**config.mk**
```make
export PLATFORM = sky130hd
export DESIGN_NAME = pid_motor_drive_with_deadband_top
export DESIGN_NICKNAME = d
export VERILOG_FILES = /design/src/design/pmd_pkg.sv /design/src/design/pid_motor_drive_with_deadband_top.sv /design/src/design/pmd_cfg_regs.sv /design/src/design/pmd_booth_mul.sv
export VERILOG_INCLUDE_DIRS = /design/src /design/src/design
export SDC_FILE = /design/constraint.sdc
export NUM_CORES = 2
export LEC_CHECK = 0
export ABC_AREA = 0
export BUFFER_PORTS_ARGS = -buffer_cell sky130_fd_sc_hd__buf_2
export CAP_MARGIN = 20
export CORE_MARGIN = 5
export CORE_UTILIZATION = 60
export CTS_CLUSTER_SIZE = 14
export DETAILED_ROUTE_END_ITERATION = 10
export GPL_TIMING_DRIVEN = 0
export PLACE_DENSITY = 0.78
export REMOVE_ABC_BUFFERS = 1
export SYNTH_ARGS = -nofsm -noshare
export SYNTH_HDL_FRONTEND = slang
export SYNTH_SLANG_ARGS = --single-unit
```
**constraint.sdc**
```tcl
create_clock -name i_clk -period 11.35 [get_ports i_clk]
set_input_delay 2.27 -clock i_clk [delete_from_list [all_inputs] [get_ports i_clk]]
set_output_delay 2.27 -clock i_clk [all_outputs]
set_load 0.05 [all_outputs]
```
**src/design/pid_motor_drive_with_deadband_top_assert.svh**
```systemverilog
// ----------------------------------------------------------------------------
// PID motor drive assertion macros
// Clocked, reset-qualified assertion wrappers used by the top-level design file.
// ----------------------------------------------------------------------------
`ifndef PID_MOTOR_DRIVE_WITH_DEADBAND_TOP_ASSERT_SVH
`define PID_MOTOR_DRIVE_WITH_DEADBAND_TOP_ASSERT_SVH

// property holds at every edge outside reset
`define PMD_ASSERT_HOLDS(lbl, clk, rst_n, prop, msg) \
    lbl: assert property (@(posedge clk) disable iff (!rst_n) prop) else $error(msg);

// consequent holds in the cycle after the antecedent
`define PMD_ASSERT_NEXT(lbl, clk, rst_n, ante, cons, msg) \
    lbl: assert property (@(posedge clk) disable iff (!rst_n) (ante) |=> (cons)) \
        else $error(msg);

`endif

```
**src/design/pmd_pkg.sv**
```systemverilog
// ----------------------------------------------------------------------------
// PID motor drive package
// Shared constants, register indexes, payload and state types.
// ----------------------------------------------------------------------------
package pmd_pkg;

    localparam int unsigned DUTY_BITS         = 13;
    localparam int unsigned FRACTION_BITS_DEF = 16;

    localparam int unsigned CFG_DATA_W  = 32;
    localparam int unsigned CFG_INDEX_W = 3;

    // serial radix-4 multiplier geometry
    localparam int unsigned OPND_W   = 33;
    localparam int unsigned DIGITS   = 17;
    localparam int unsigned MPLIER_W = 2 * DIGITS;
    localparam int unsigned ACC_W    = 36;
    localparam int unsigned PROD_W   = ACC_W + MPLIER_W;
    localparam int unsigned COUNT_W  = $clog2(DIGITS);

    localparam logic signed [31:0] INT32_MAX = 32'sh7fff_ffff;
    localparam logic signed [31:0] INT32_MIN = 32'sh8000_0000;

    typedef enum logic [CFG_INDEX_W-1:0] {
        CFG_TARGET_SPEED,
        CFG_TARGET_RECIP,
        CFG_PROP_GAIN,
        CFG_DERIV_GAIN,
        CFG_INTEG_GAIN,
        CFG_DEADBAND,
        CFG_TIMEOUT
    } t_cfg_idx;

    localparam logic [30:0]        RST_TARGET_SPEED = 31'd7209;
    localparam logic [30:0]        RST_TARGET_RECIP = 31'd595782;
    localparam logic signed [31:0] RST_PROP_GAIN    = 32'sd65536;
    localparam logic signed [31:0] RST_DERIV_GAIN   = 32'sd0;
    localparam logic signed [31:0] RST_INTEG_GAIN   = 32'sd0;
    localparam logic [30:0]        RST_DEADBAND     = 31'd66;
    localparam logic [31:0]        RST_TIMEOUT      = 32'd500;

    typedef struct packed {
        logic [30:0]        speed_setpoint;
        logic [30:0]        target_reciprocal;
        logic signed [31:0] proportional_gain;
        logic signed [31:0] derivative_gain_per_period;
        logic signed [31:0] integral_gain_times_period;
        logic [30:0]        position_deadband;
        logic [31:0]        cmd_timeout;
    } t_cfg;

    typedef enum logic [1:0] {
        DRV_DRIVING  = 2'd0,
        DRV_DEADBAND = 2'd1,
        DRV_TIMEOUT  = 2'd2
    } t_drive_status;

    typedef struct packed {
        logic [31:0]        now_ticks;
        logic [31:0]        last_update_ticks;
        logic signed [31:0] position_error;
        logic signed [31:0] measured_speed;
        logic               sensor_present;
    } t_in_item;

    typedef struct packed {
        logic [DUTY_BITS-1:0] duty_forward;
        logic [DUTY_BITS-1:0] duty_reverse;
        t_drive_status        drive_status;
    } t_out_item;

    typedef enum logic [2:0] {
        ST_IDLE,
        ST_NORM,
        ST_PREP,
        ST_PROP,
        ST_DERIV,
        ST_INTEG,
        ST_CLAMP,
        ST_EMIT
    } t_state;

endpackage

```
**src/design/pid_motor_drive_with_deadband_top.sv**
```systemverilog
// The four serial multiplies (normalise, proportional, derivative, integral) run one
// after another on the single shared Booth multiplier; a timed-out item skips them.
// A new item is taken only once the sequencer is idle again after emitting the last one.
// Reset: synchronous, active low; the configuration registers return to their reset values
// and the PID state (previous error, integral) clears to zero.
// ----------------------------------------------------------------------------
// PID motor drive with deadband
// Speed PID with timeout stop, duty clamp and direction/deadband routing.
// ----------------------------------------------------------------------------
`include "pid_motor_drive_with_deadband_top_assert.svh"

module pid_motor_drive_with_deadband_top import pmd_pkg::*; #(
    parameter int unsigned FRACTION_BITS = FRACTION_BITS_DEF
) (
    input  logic                   i_clk,
    input  logic                   i_rst_n,
    input  logic                   i_in_valid,
    output logic                   o_in_stall,
    input  t_in_item               i_in_item,
    output logic                   o_out_valid,
    input  logic                   i_out_stall,
    output t_out_item              o_out_item,
    input  logic                   i_cfg_wr_en,
    input  logic [CFG_INDEX_W-1:0] i_cfg_index,
    input  logic [CFG_DATA_W-1:0]  i_cfg_data
);

    localparam int unsigned TERM_W = PROD_W - FRACTION_BITS;
    localparam int unsigned PID_W  = TERM_W + 2;
    localparam int unsigned MAG_W  = FRACTION_BITS + 1;
    localparam int unsigned DPROD_W = MAG_W + DUTY_BITS;

    localparam logic signed [PID_W-1:0] PID_ONE =
        {{(PID_W-1){1'b0}}, 1'b1} << FRACTION_BITS;
    localparam logic signed [PID_W-1:0] PID_NEG_ONE = -PID_ONE;
    localparam logic [MAG_W-1:0] MAG_ONE = {1'b1, {(MAG_W-1){1'b0}}};

    t_cfg                     w_cfg;
    t_state                   r_state;
    t_state                   n_state;

    logic                     w_in_accept;
    logic                     w_out_free;
    logic                     w_mul_start;
    logic signed [OPND_W-1:0] w_mul_a;
    logic signed [OPND_W-1:0] w_mul_b;
    logic                     w_mul_done;
    logic signed [PROD_W-1:0] w_product;

    logic [31:0]              w_elapsed;
    logic                     w_timed_out;
    logic signed [OPND_W-1:0] w_speed;
    logic signed [OPND_W-1:0] w_speed_err;

    logic signed [TERM_W-1:0] w_term;
    logic                     w_term_fits;
    logic signed [31:0]       w_norm_sat;
    logic signed [32:0]       w_diff_raw;
    logic signed [32:0]       w_integ_raw;
    logic signed [31:0]       w_diff_sat;
    logic signed [31:0]       w_integ_sat;

    logic signed [MAG_W:0]    w_pid_small;
    logic signed [MAG_W:0]    w_pid_abs;
    logic [MAG_W-1:0]         w_mag;
    logic signed [32:0]       w_perr_ext;
    logic [32:0]              w_aperr;
    logic [DPROD_W-1:0]       w_duty_prod;
    logic [DUTY_BITS-1:0]     w_duty;

    logic signed [31:0]       r_perr;
    logic                     r_timeout;
    logic signed [31:0]       r_norm;
    logic signed [31:0]       r_diff;
    logic signed [31:0]       r_integ_next;
    logic signed [31:0]       r_prev_norm;
    logic signed [31:0]       r_integ;
    logic signed [PID_W-1:0]  r_pid;
    logic [MAG_W-1:0]         r_mag;
    logic                     r_in_band;
    logic                     r_out_valid;
    t_out_item                r_out_item;

    pmd_cfg_regs u_cfg (
        .i_clk       (i_clk),
        .i_rst_n     (i_rst_n),
        .i_cfg_wr_en (i_cfg_wr_en),
        .i_cfg_index (i_cfg_index),
        .i_cfg_data  (i_cfg_data),
        .o_cfg       (w_cfg)
    );

    pmd_booth_mul u_mul (
        .i_clk     (i_clk),
        .i_rst_n   (i_rst_n),
        .i_start   (w_mul_start),
        .i_mcand   (w_mul_a),
        .i_mplier  (w_mul_b),
        .o_done    (w_mul_done),
        .o_product (w_product)
    );

    assign o_in_stall  = (r_state != ST_IDLE);
    assign w_in_accept = i_in_valid && !o_in_stall;
    assign w_out_free  = !r_out_valid || !i_out_stall;

    assign w_elapsed   = i_in_item.now_ticks - i_in_item.last_update_ticks;
    assign w_timed_out = (i_in_item.last_update_ticks == '0) ||
                         (w_elapsed > w_cfg.cmd_timeout);
    assign w_speed     = i_in_item.sensor_present ?
                         {i_in_item.measured_speed[31], i_in_item.measured_speed} : '0;
    assign w_speed_err = $signed({2'b00, w_cfg.speed_setpoint}) - w_speed;

    assign w_term      = w_product[PROD_W-1:FRACTION_BITS];
    assign w_term_fits = (&w_term[TERM_W-1:31]) || !(|w_term[TERM_W-1:31]);
    assign w_norm_sat  = w_term_fits ? w_term[31:0] :
                         (w_term[TERM_W-1] ? INT32_MIN : INT32_MAX);

    assign w_diff_raw  = {r_norm[31], r_norm} - {r_prev_norm[31], r_prev_norm};
    assign w_integ_raw = {r_integ[31], r_integ} + {r_norm[31], r_norm};
    assign w_diff_sat  = (w_diff_raw[32] == w_diff_raw[31]) ? w_diff_raw[31:0] :
                         (w_diff_raw[32] ? INT32_MIN : INT32_MAX);
    assign w_integ_sat = (w_integ_raw[32] == w_integ_raw[31]) ? w_integ_raw[31:0] :
                         (w_integ_raw[32] ? INT32_MIN : INT32_MAX);

    assign w_pid_small = r_pid[MAG_W:0];
    assign w_pid_abs   = w_pid_small[MAG_W] ? -w_pid_small : w_pid_small;
    assign w_mag       = ((r_pid > PID_ONE) || (r_pid < PID_NEG_ONE)) ?
                         MAG_ONE : w_pid_abs[MAG_W-1:0];

    assign w_perr_ext  = {r_perr[31], r_perr};
    assign w_aperr     = r_perr[31] ? -w_perr_ext : w_perr_ext;

    assign w_duty_prod = {r_mag, {DUTY_BITS{1'b0}}} - {{DUTY_BITS{1'b0}}, r_mag};
    assign w_duty      = w_duty_prod[FRACTION_BITS+DUTY_BITS-1:FRACTION_BITS];

    always_comb begin
        n_state     = r_state;
        w_mul_start = 1'b0;
        w_mul_a     = w_speed_err;
        w_mul_b     = {2'b00, w_cfg.target_reciprocal};
        unique case (r_state)
            ST_IDLE: begin
                if (w_in_accept) begin
                    if (w_timed_out) begin
                        n_state = ST_EMIT;
                    end else begin
                        w_mul_start = 1'b1;
                        n_state     = ST_NORM;
                    end
                end
            end
            ST_NORM: begin
                if (w_mul_done) begin
                    n_state = ST_PREP;
                end
            end
            ST_PREP: begin
                w_mul_start = 1'b1;
                w_mul_a     = {r_norm[31], r_norm};
                w_mul_b     = {w_cfg.proportional_gain[31], w_cfg.proportional_gain};
                n_state     = ST_PROP;
            end
            ST_PROP: begin
                w_mul_a = {r_diff[31], r_diff};
                w_mul_b = {w_cfg.derivative_gain_per_period[31],
                           w_cfg.derivative_gain_per_period};
                if (w_mul_done) begin
                    w_mul_start = 1'b1;
                    n_state     = ST_DERIV;
                end
            end
            ST_DERIV: begin
                w_mul_a = {r_integ_next[31], r_integ_next};
                w_mul_b = {w_cfg.integral_gain_times_period[31],
                           w_cfg.integral_gain_times_period};
                if (w_mul_done) begin
                    w_mul_start = 1'b1;
                    n_state     = ST_INTEG;
                end
            end
            ST_INTEG: begin
                if (w_mul_done) begin
                    n_state = ST_CLAMP;
                end
            end
            ST_CLAMP: begin
                n_state = ST_EMIT;
            end
            ST_EMIT: begin
                if (w_out_free) begin
                    n_state = ST_IDLE;
                end
            end
            default: begin
                n_state = ST_IDLE;
            end
        endcase
    end

    always_ff @(posedge i_clk) begin
        if (!i_rst_n) begin
            r_state     <= ST_IDLE;
            r_prev_norm <= '0;
            r_integ     <= '0;
            r_out_valid <= 1'b0;
        end else begin
            r_state <= n_state;
            if ((r_state == ST_EMIT) && w_out_free) begin
                r_out_valid <= 1'b1;
            end else if (r_out_valid && !i_out_stall) begin
                r_out_valid <= 1'b0;
            end
            if (r_state == ST_CLAMP) begin
                r_prev_norm <= r_norm;
                r_integ     <= r_integ_next;
            end
        end
    end

    always_ff @(posedge i_clk) begin
        unique case (r_state)
            ST_IDLE: begin
                if (w_in_accept) begin
                    r_perr    <= i_in_item.position_error;
                    r_timeout <= w_timed_out;
                    r_pid     <= '0;
                end
            end
            ST_NORM: begin
                if (w_mul_done) begin
                    r_norm <= w_norm_sat;
                end
            end
            ST_PREP: begin
                r_diff       <= w_diff_sat;
                r_integ_next <= w_integ_sat;
            end
            ST_PROP, ST_DERIV, ST_INTEG: begin
                if (w_mul_done) begin
                    r_pid <= r_pid + {{(PID_W-TERM_W){w_term[TERM_W-1]}}, w_term};
                end
            end
            ST_CLAMP: begin
                r_mag     <= w_mag;
                r_in_band <= (w_aperr <= {2'b00, w_cfg.position_deadband});
            end
            ST_EMIT: begin
                if (w_out_free) begin
                    if (r_timeout) begin
                        r_out_item.duty_forward <= '0;
                        r_out_item.duty_reverse <= '0;
                        r_out_item.drive_status <= DRV_TIMEOUT;
                    end else if (r_in_band) begin
                        r_out_item.duty_forward <= '0;
                        r_out_item.duty_reverse <= '0;
                        r_out_item.drive_status <= DRV_DEADBAND;
                    end else begin
                        r_out_item.drive_status <= DRV_DRIVING;
                        if (r_perr[31]) begin
                            r_out_item.duty_forward <= '0;
                            r_out_item.duty_reverse <= w_duty;
                        end else begin
                            r_out_item.duty_forward <= w_duty;
                            r_out_item.duty_reverse <= '0;
                        end
                    end
                end
            end
            default: begin
            end
        endcase
    end

    assign o_out_valid = r_out_valid;
    assign o_out_item  = r_out_item;

    `PMD_ASSERT_HOLDS(a_one_channel, i_clk, i_rst_n, !(o_out_valid && (o_out_item.duty_forward != '0) && (o_out_item.duty_reverse != '0)), "both channels driven")
    `PMD_ASSERT_HOLDS(a_stop_is_quiet, i_clk, i_rst_n, !(o_out_valid && (o_out_item.drive_status != DRV_DRIVING) && ((o_out_item.duty_forward != '0) || (o_out_item.duty_reverse != '0))), "stopped item carries duty")
    `PMD_ASSERT_NEXT(a_accept_leaves_idle, i_clk, i_rst_n, w_in_accept, r_state != ST_IDLE, "item accepted but sequencer idle")
    `PMD_ASSERT_HOLDS(a_mul_done_waited, i_clk, i_rst_n, w_mul_done |-> ((r_state == ST_NORM) || (r_state == ST_PROP) || (r_state == ST_DERIV) || (r_state == ST_INTEG)), "multiplier result not awaited")

endmodule

```
**src/design/pmd_cfg_regs.sv**
```systemverilog
// ----------------------------------------------------------------------------
// PID motor drive configuration registers
// Write-only register file decoded from a plain index/data port.
// ----------------------------------------------------------------------------
module pmd_cfg_regs import pmd_pkg::*; (
    input  logic                   i_clk,
    input  logic                   i_rst_n,
    input  logic                   i_cfg_wr_en,
    input  logic [CFG_INDEX_W-1:0] i_cfg_index,
    input  logic [CFG_DATA_W-1:0]  i_cfg_data,
    output t_cfg                   o_cfg
);

    t_cfg r_cfg;

    always_ff @(posedge i_clk) begin
        if (!i_rst_n) begin
            r_cfg.speed_setpoint             <= RST_TARGET_SPEED;
            r_cfg.target_reciprocal          <= RST_TARGET_RECIP;
            r_cfg.proportional_gain          <= RST_PROP_GAIN;
            r_cfg.derivative_gain_per_period <= RST_DERIV_GAIN;
            r_cfg.integral_gain_times_period <= RST_INTEG_GAIN;
            r_cfg.position_deadband          <= RST_DEADBAND;
            r_cfg.cmd_timeout                <= RST_TIMEOUT;
        end else if (i_cfg_wr_en) begin
            unique case (t_cfg_idx'(i_cfg_index))
                CFG_TARGET_SPEED: r_cfg.speed_setpoint             <= i_cfg_data[30:0];
                CFG_TARGET_RECIP: r_cfg.target_reciprocal          <= i_cfg_data[30:0];
                CFG_PROP_GAIN:    r_cfg.proportional_gain          <= $signed(i_cfg_data);
                CFG_DERIV_GAIN:   r_cfg.derivative_gain_per_period <= $signed(i_cfg_data);
                CFG_INTEG_GAIN:   r_cfg.integral_gain_times_period <= $signed(i_cfg_data);
                CFG_DEADBAND:     r_cfg.position_deadband          <= i_cfg_data[30:0];
                CFG_TIMEOUT:      r_cfg.cmd_timeout                <= i_cfg_data;
                default: begin
                end
            endcase
        end
    end

    assign o_cfg = r_cfg;

endmodule

```
**src/design/pmd_booth_mul.sv**
```systemverilog
// ----------------------------------------------------------------------------
// PID motor drive serial multiplier
// Signed radix-4 Booth multiplier, one multiplier digit per cycle.
// ----------------------------------------------------------------------------
module pmd_booth_mul import pmd_pkg::*; (
    input  logic                     i_clk,
    input  logic                     i_rst_n,
    input  logic                     i_start,
    input  logic signed [OPND_W-1:0] i_mcand,
    input  logic signed [OPND_W-1:0] i_mplier,
    output logic                     o_done,
    output logic signed [PROD_W-1:0] o_product
);

    localparam logic [2:0] BD_ZERO_LO  = 3'b000;
    localparam logic [2:0] BD_PLUS_A   = 3'b001;
    localparam logic [2:0] BD_PLUS_B   = 3'b010;
    localparam logic [2:0] BD_PLUS_TWO = 3'b011;
    localparam logic [2:0] BD_MINUS_TWO = 3'b100;
    localparam logic [2:0] BD_MINUS_A  = 3'b101;
    localparam logic [2:0] BD_MINUS_B  = 3'b110;
    localparam logic [2:0] BD_ZERO_HI  = 3'b111;

    logic signed [OPND_W-1:0] r_mcand;
    logic [MPLIER_W-1:0]      r_mplier;
    logic                     r_prev;
    logic signed [ACC_W-1:0]  r_hi;
    logic [MPLIER_W-1:0]      r_lo;
    logic [COUNT_W-1:0]       r_count;
    logic                     r_busy;
    logic                     r_done;

    logic signed [ACC_W-1:0]  w_a1;
    logic signed [ACC_W-1:0]  w_a2;
    logic signed [ACC_W-1:0]  w_pp;
    logic signed [ACC_W-1:0]  w_sum;
    logic [2:0]               w_code;

    assign w_a1   = {{(ACC_W-OPND_W){r_mcand[OPND_W-1]}}, r_mcand};
    assign w_a2   = w_a1 <<< 1;
    assign w_code = {r_mplier[1], r_mplier[0], r_prev};

    always_comb begin
        case (w_code) inside
            BD_PLUS_A, BD_PLUS_B:   w_pp = w_a1;
            BD_PLUS_TWO:            w_pp = w_a2;
            BD_MINUS_TWO:           w_pp = -w_a2;
            BD_MINUS_A, BD_MINUS_B: w_pp = -w_a1;
            BD_ZERO_LO, BD_ZERO_HI: w_pp = '0;
            default:                w_pp = '0;
        endcase
    end

    assign w_sum = r_hi + w_pp;

    always_ff @(posedge i_clk) begin
        if (!i_rst_n) begin
            r_busy  <= 1'b0;
            r_done  <= 1'b0;
            r_count <= '0;
        end else begin
            r_done <= 1'b0;
            if (i_start) begin
                r_busy  <= 1'b1;
                r_count <= COUNT_W'(DIGITS - 1);
            end else if (r_busy) begin
                r_count <= r_count - 1'b1;
                if (r_count == '0) begin
                    r_busy <= 1'b0;
                    r_done <= 1'b1;
                end
            end
        end
    end

    always_ff @(posedge i_clk) begin
        if (i_start) begin
            r_mcand  <= i_mcand;
            r_mplier <= {i_mplier[OPND_W-1], i_mplier};
            r_prev   <= 1'b0;
            r_hi     <= '0;
            r_lo     <= '0;
        end else if (r_busy) begin
            r_prev   <= r_mplier[1];
            r_mplier <= {2'b00, r_mplier[MPLIER_W-1:2]};
            r_lo     <= {w_sum[1:0], r_lo[MPLIER_W-1:2]};
            r_hi     <= {{2{w_sum[ACC_W-1]}}, w_sum[ACC_W-1:2]};
        end
    end

    assign o_done    = r_done;
    assign o_product = {r_hi, r_lo};

endmodule

```
### Yosys cells after proc, flatten, opt, wreduce, memory -nomap -nowiden

Cells that the tools add are included.

* add/subtract/negate cells: 12
* multipliers: 0
* div/mod/pow operators: 0
* order comparisons: 4
* equality and inequality tests: 28
* shifts and indexed selects: 0
* muxes and demuxes: 41
* bitwise logic cells: 3
* reduce and logical (&&, ||, !) cells: 41

Operator list (count)
* 33-bit one-hot mux with 3 select lines: 2
* 32-bit 2-to-1 mux: 6
* 36-bit 2-to-1 mux: 4
* 56-bit 2-to-1 mux: 2
* 56-bit one-hot mux with 2 select lines: 1
* 34-bit 2-to-1 mux: 2
* 33-bit 2-to-1 mux: 2
* 56-bit adder: 1
* 56-bit by 18-bit > comparator with 1-bit output (second input constant): 1
* 56-bit by 17-bit less-than comparator with 1-bit output (second input constant): 1
* 34-bit by 36-bit adder with 36-bit output: 1
* 33-bit negator with 36-bit output: 1
* 34-bit negator with 36-bit output: 1
* 32-bit by 32-bit adder with 33-bit output: 1
* 33-bit by 31-bit <= comparator with 1-bit output: 1
* 32-bit negator with 33-bit output: 1
* 32-bit by 32-bit subtractor with 33-bit output: 1
* 32-bit by 33-bit subtractor with 33-bit output: 1
* 32-bit > comparator: 1
* 32-bit logical NOT: 1
* 32-bit subtractor: 1
* 3-bit == test (second input constant): 10
* 29-bit by 17-bit subtractor with 29-bit output: 1
* 3-bit one-hot mux with 8 select lines: 1
* other kinds (27): 84

* register bits after elaboration: 663
* bits in latches: 0
* memory bits (writable): 0
* memory bits (read-only): 0
* input port bits: 169
* output and inout bits: 30
* word-level logic and storage cells: 160
* memories kept: 0

### Logic depth before layout (Yosys ltp)

* depth in word-level cells: 7
* gate-level depth with buffers: 29
* mapped depth without buffers: 27

### By module

A second synthesis with hierarchy kept.

* cell total of the unflattened synthesis: 4751
* area, all modules: 42629.6 sq um

By module, submodules not included
* pid_motor_drive_with_deadband_top: times used 1, cells an instance 3012, area each 25554.5 sq um, sequential area each 8298.0 sq um
* pmd_booth_mul: times used 1, cells an instance 962, area each 8901.0 sq um, sequential area each 3503.4 sq um
* pmd_cfg_regs: times used 1, cells an instance 777, area each 8174.1 sq um, sequential area each 4424.2 sq um

### Worst setup path after synthesis

Ideal clock, no wire load.

* path type: input to register
* from: input i_in_item[97] (netlist bit)
* to: register u_mul.r_mcand[0], enable pin
* setup time: 0.410 ns
* data arrival time: 7.802 ns
* required time: 10.940 ns
* setup slack: 3.138 ns
* cell stages on the path: 24
* buffers on the path: 2
* cell sequence: inv_1 > ha_1 > inv_1 > fa_1 > a21o_1 > a21oi_1 > nor2b_1 > o21a_1 > o41a_1 > a41oi_1 > o211ai_1 > o41ai_1 > o21bai_1 > a21oi_1 > xnor2_1 > ha_1 > nand4_1 > or2_2 > nor4_1 > a22o_1 > o21ai_1 > o21ai_1 > clkbuf_1 > clkbuf_1

* cells in the longest elaborated chain, start to end: 6

RTL lines
* from (decl): RTL line pid_motor_drive_with_deadband_top.sv:19 `input t_in_item i_in_item,`
* 32-bit subtractor: RTL line pid_motor_drive_with_deadband_top.sv:107 `assign w_elapsed = i_in_item.now_ticks - i_in_item.last_update_ticks;`
* 32-bit > comparator: RTL line pid_motor_drive_with_deadband_top.sv:109 `(w_elapsed > w_cfg.cmd_timeout);`
* 1-bit logical OR: RTL line pid_motor_drive_with_deadband_top.sv:108 `assign w_timed_out = (i_in_item.last_update_ticks == '0) ||`
* named net w_timed_out: RTL line pid_motor_drive_with_deadband_top.sv:51 `logic w_timed_out;`
* 1-bit 2-to-1 mux: RTL line pid_motor_drive_with_deadband_top.sv:145 `if (w_timed_out) begin`
* 1-bit 2-to-1 mux: RTL line pid_motor_drive_with_deadband_top.sv:144 `if (w_in_accept) begin`
* 1-bit one-hot mux with 3 select lines: RTL line pid_motor_drive_with_deadband_top.sv:142 `unique case (r_state)`
* named net u_mul.i_start: RTL line pmd_booth_mul.sv:8 `input logic i_start,`
* to (signal assigned): RTL line pmd_booth_mul.sv:78 `r_mcand <= i_mcand;`
* to (decl): RTL line pmd_booth_mul.sv:24 `logic signed [OPND_W-1:0] r_mcand;`

The timed path passes the listed nets, and every way through them passes these cells.
A chain may end at the register's enable or synchronous reset.

### Final worst setup path

* from: input i_in_item[97] (netlist bit)
* to: register u_mul.r_mplier[27], enable pin

* cells in the longest elaborated chain, start to end: 7

RTL lines
* 32-bit subtractor: RTL line pid_motor_drive_with_deadband_top.sv:107
* 32-bit > comparator: RTL line pid_motor_drive_with_deadband_top.sv:109
* 1-bit logical OR: RTL line pid_motor_drive_with_deadband_top.sv:108
* named net w_timed_out: RTL line pid_motor_drive_with_deadband_top.sv:51
* 1-bit 2-to-1 mux: RTL line pid_motor_drive_with_deadband_top.sv:145
* 1-bit 2-to-1 mux: RTL line pid_motor_drive_with_deadband_top.sv:144
* 1-bit one-hot mux with 3 select lines: RTL line pid_motor_drive_with_deadband_top.sv:142
* 2-bit nonzero test (no source line)
* to (signal assigned): RTL line pmd_booth_mul.sv:79 `r_mplier <= {i_mplier[OPND_W-1], i_mplier};`
* to (signal assigned): RTL line pmd_booth_mul.sv:85 `r_mplier <= {2'b00, r_mplier[MPLIER_W-1:2]};`
* to (decl): RTL line pmd_booth_mul.sv:25 `logic [MPLIER_W-1:0] r_mplier;`

The timed path passes the listed nets, and every way through them passes these cells.

==> metrics.md <==
| Metric | Value |
|---|---|
| Status | `completed` |
| Post-Route Skew | `45.01 ps` |
| Slowest cell on crit path | `o21ai_1` |
| Starting DRC count in detailed routing | `3,309` |
| Clock transition at the registers of the reported paths | `60 ps` |
| Root buf cell | `clkbuf_16` |
| Crit end category | `register` |
| Cts hold-fix bufs | `0` |
| Flop pwr share | `34.9%` |
| WL final | `114,500 um` |
| Worst-case clock buffer depth | `3` |
| Comb power frac | `38.3%` |
| Total internal power | `5.651 mW` |
| Most common cell after layout, fill and taps aside | `nand2_1` |
| CTS tree | `built` |
| Power per Cell Area | `201.6 nW/um^2` |
| Ys async rst share | `0%` |
| Drt drc | `0` |
| Final Cycle Share | `75.31%` |
| R2r setup slk | `4960 ps` |
| CP Launch Type | `primary input` |
| Vias in the first global route | `34,320` |
| Slew Limit Fails | `0` |
| Critical path type | `in2reg` |
| Die Area | `72,750 um^2` |
| Height of the die | `269.7 um` |
| #FFs+latches synth | `646` |
| Worst min path class | `reg2reg` |
| TritonCTS Buffers | `72` |
| Net Sw Power | `3.459 mW` |
| VDD IR max | `135.7 uV` |
| Vias | `35,850` |
| Most frequent cells in the layout | `799 x nand2_1, 562 x a21oi_1, 385 x nor2_1` |
| Synthesized area per cell | `8.522 um^2` |
| Synth warnings | `0` |
| Final hold violations | `0` |
| NumNets Final | `5,297` |
| Sw Ratio | `37.97%` |
| Minimum clock period after layout | `8548 ps` |
| Slew margin rel. | `21.71%` |
| Synth Instances | `4,749` |
| Top-level I/O count | `199` |
| GRT Overall Usage | `30.09%` |
| Crit path buf inv count | `4` |
| MaxCap Viol Count | `0` |
| Global route overflow | `0` |
| Max Clk Rate | `117.0 MHz` |
| Clock group share of total power | `26.8%` |
| Initial antenna violation count | `7` |
| Die width | `269.7 um` |
| Worst Path Required | `11,720 ps` |
| Top_reg_cell synth | `dfxtp_1` |
| IO buf count | `198` |
| Gates resized, CTS repair | `0` |
| Global-route wire length before repair | `181,100 um` |
| # Post-CTS Setup Buffers | `0` |
| Count of clock tree sinks | `646` |
| Worst-Margin Slew | `1167 ps` |
| Worst path depth | `27` |
| Power, Total | `9.110 mW` |
| Mapped Area | `40,470 um^2` |
| Dpl hpwl | `82,670 um` |
| Initial Util | `60.37%` |
| DRT antenna net count | `0` |
| Share of cells above drive strength 1 | `8.684%` |
| Clock latency on the worst-skew pair | `640 ps` |
| Leakage power | `17.38 nW` |
| Max FO, Critical Path | `31` |
| Dpl cell area | `42,650 um^2` |
| Unique masters post-synth | `85` |
| CP delay by family, top | `compound AO/OA/AOI/OAI gates` |
| EDFF count, synth | `297` |
| RSZ-0062 raised after global routing | `false` |
| Critical path arrival | `8920 ps` |
| Post-Layout Inst Area | `45,180 um^2` |
| WHS Path Cells | `2` |
| Routability cong. | `0.9845` |
| Setup violations, final | `0` |
| Worst Reg-to-Reg Cells | `17` |
| Layout area overhead | `11.64%` |
| Htree depth | `3` |
| Placement Setup Slack | `2199 ps` |
| Largest net degree at the start of global routing | `149` |
| Setup ws final | `2802 ps` |
| Via density | `6.210` |
| WL/cell | `19.83 um` |
| CP peak stage delay | `610 ps` |
| Seq/Total Area, Yosys | `39.30%` |
| First-pass DRT Iterations | `8` |
| Rows | `95` |
| Area of the core | `67,040 um^2` |
## worst reg2reg max path, cell delays in order, from the launching register on
cell and delay, ps:
dfxtp_2 970, clkinv_1 820, nand2_1 450, and2_1 490, nor2_1 130, ha_1 250, fa_1 430, a211oi_1 300
o21ai_0 200, a2111oi_2 620, nor4_1 140, nor3_1 370, a21oi_1 160, a31oi_1 380, o21ai_0 200, xor2_1 160
mux2i_1 130, nor2_1 50
## final cells by class
class | instances | area [um^2]
timing repair buffer | 244 | 1844
sequential | 646 | 15910
fill | 5380 | 21850
clock buffer | 103 | 2072
inverter | 203 | 772.0
clock inverter | 31 | 434.2
tap | 873 | 1092
multi-input combinational | 3667 | 23040
antenna | 6 | 15.01
## power groups by stage
stage | registers, mW | logic (mW) | clock network (mW)
2_1_floorplan | 3.15 | 2.45 | 0
3_3_place_gp | 3.30 | 3.22 | 0
3_5_place_dp | 3.22 | 3.40 | 0
4_1_cts | 3.17 | 3.44 | 2.47
5_1_grt | 3.21 | 3.83 | 2.58
6_report | 3.18 | 3.49 | 2.44
## per-layer routing
metal | part of all wire, % | vias to the layer above | GRT usage [%] | wire length (um)
met5 | 0.0061 | - | 0 | 7
met4 | 5.3 | 2 | 14.48 | 6021
met3 | 7.2 | 319 | 4.632 | 8295
met2 | 47 | 1405 | 50.75 | 54130
met1 | 40 | 16970 | 38.02 | 46010
li1 | - | 17160 | - | -
## final timing paths
check                                              startpoint                       endpoint
worst max-delay path                            i_in_item[97]   u_mul.r_mplier[27]$_DFFE_PP_
worst min-delay path            u_cfg.o_cfg[141]$_SDFFE_PN0P_  u_cfg.o_cfg[141]$_SDFFE_PN0P_
worst max register to register      u_mul.r_prev$_SDFFE_PP0P_    u_mul.r_hi[32]$_SDFFE_PP0P_
worst min register to register  u_cfg.o_cfg[141]$_SDFFE_PN0P_  u_cfg.o_cfg[141]$_SDFFE_PN0P_
## synth_stat cells, types with 13 or more instances
| cell type | number | area (um^2) |
|---|---|---|
| nand2_1 | 800 | 3003 |
| a21oi_1 | 565 | 2828 |
| nor2_1 | 392 | 1471 |
| dfxtp_1 | 349 | 6987 |
| edfxtp_1 | 297 | 8919 |
| ha_1 | 288 | 3603 |
| o21ai_0 | 220 | 1101 |
| inv_1 | 200 | 750.7 |
| clkbuf_1 | 196 | 735.7 |
| xnor2_1 | 174 | 1524 |
| a21o_1 | 145 | 1089 |
| mux2i_1 | 109 | 1091 |
| xor2_1 | 94 | 823.3 |
| nand3_1 | 75 | 375.4 |
| nor3_1 | 53 | 265.3 |
| nand2b_1 | 52 | 325.3 |
| nand4_1 | 50 | 312.8 |
| nor2b_1 | 49 | 306.5 |
| a221oi_1 | 46 | 402.9 |
| a211oi_1 | 40 | 300.3 |
| nor4_1 | 37 | 231.5 |
| o21a_1 | 37 | 277.8 |
| o21bai_1 | 33 | 247.7 |
| a31oi_1 | 31 | 193.9 |
| o211ai_1 | 30 | 225.2 |
| o31ai_1 | 29 | 217.7 |
| o221ai_1 | 28 | 245.2 |
| or3_1 | 26 | 162.7 |
| and2_1 | 24 | 150.1 |
| maj3_1 | 21 | 210.2 |
| buf_1 | 20 | 75.07 |
| and3_1 | 19 | 118.9 |
| o22ai_1 | 19 | 118.9 |
| buf_2 | 13 | 65.06 |
| or4_1 | 13 | 97.59 |
## stage by stage
stage | cells | util (%) | hold slack [ps] | TNS [ps]
after floorplan | 4516 | - | 435.7 | -139840
after global placement | 5587 | 62.14 | 441.0 | -920750
after detailed placement | 5632 | 63.62 | 446.0 | 0
after CTS | 5766 | 67.36 | 454.1 | 0
after global routing | 5771 | 67.39 | 466.5 | 0
final | 5773 | 67.40 | 453.5 | 0
## state kept, by name (all words and copies together) (netlist names), 33 cells and up
| name | cells |
|---|---|
| u_cfg.o_cfg | 221 |
| u_mul.r_mcand | 33 |
| u_mul.r_hi | 34 |
| r_pid | 56 |
| u_mul.r_mplier | 33 |
## cells by family after synthesis
kind of cell / Yosys count / synth area share [%]
simple gates: 1632 / 17.75
compound gates: 1333 / 20.32
flops: 646 / 39.30
buf+inv: 436 / 4.102
fa+ha+maj: 315 / 9.720
xor+xnor: 269 / 5.840
mux: 118 / 2.974
No activity file was read; power rests on OpenSTA's default activity.
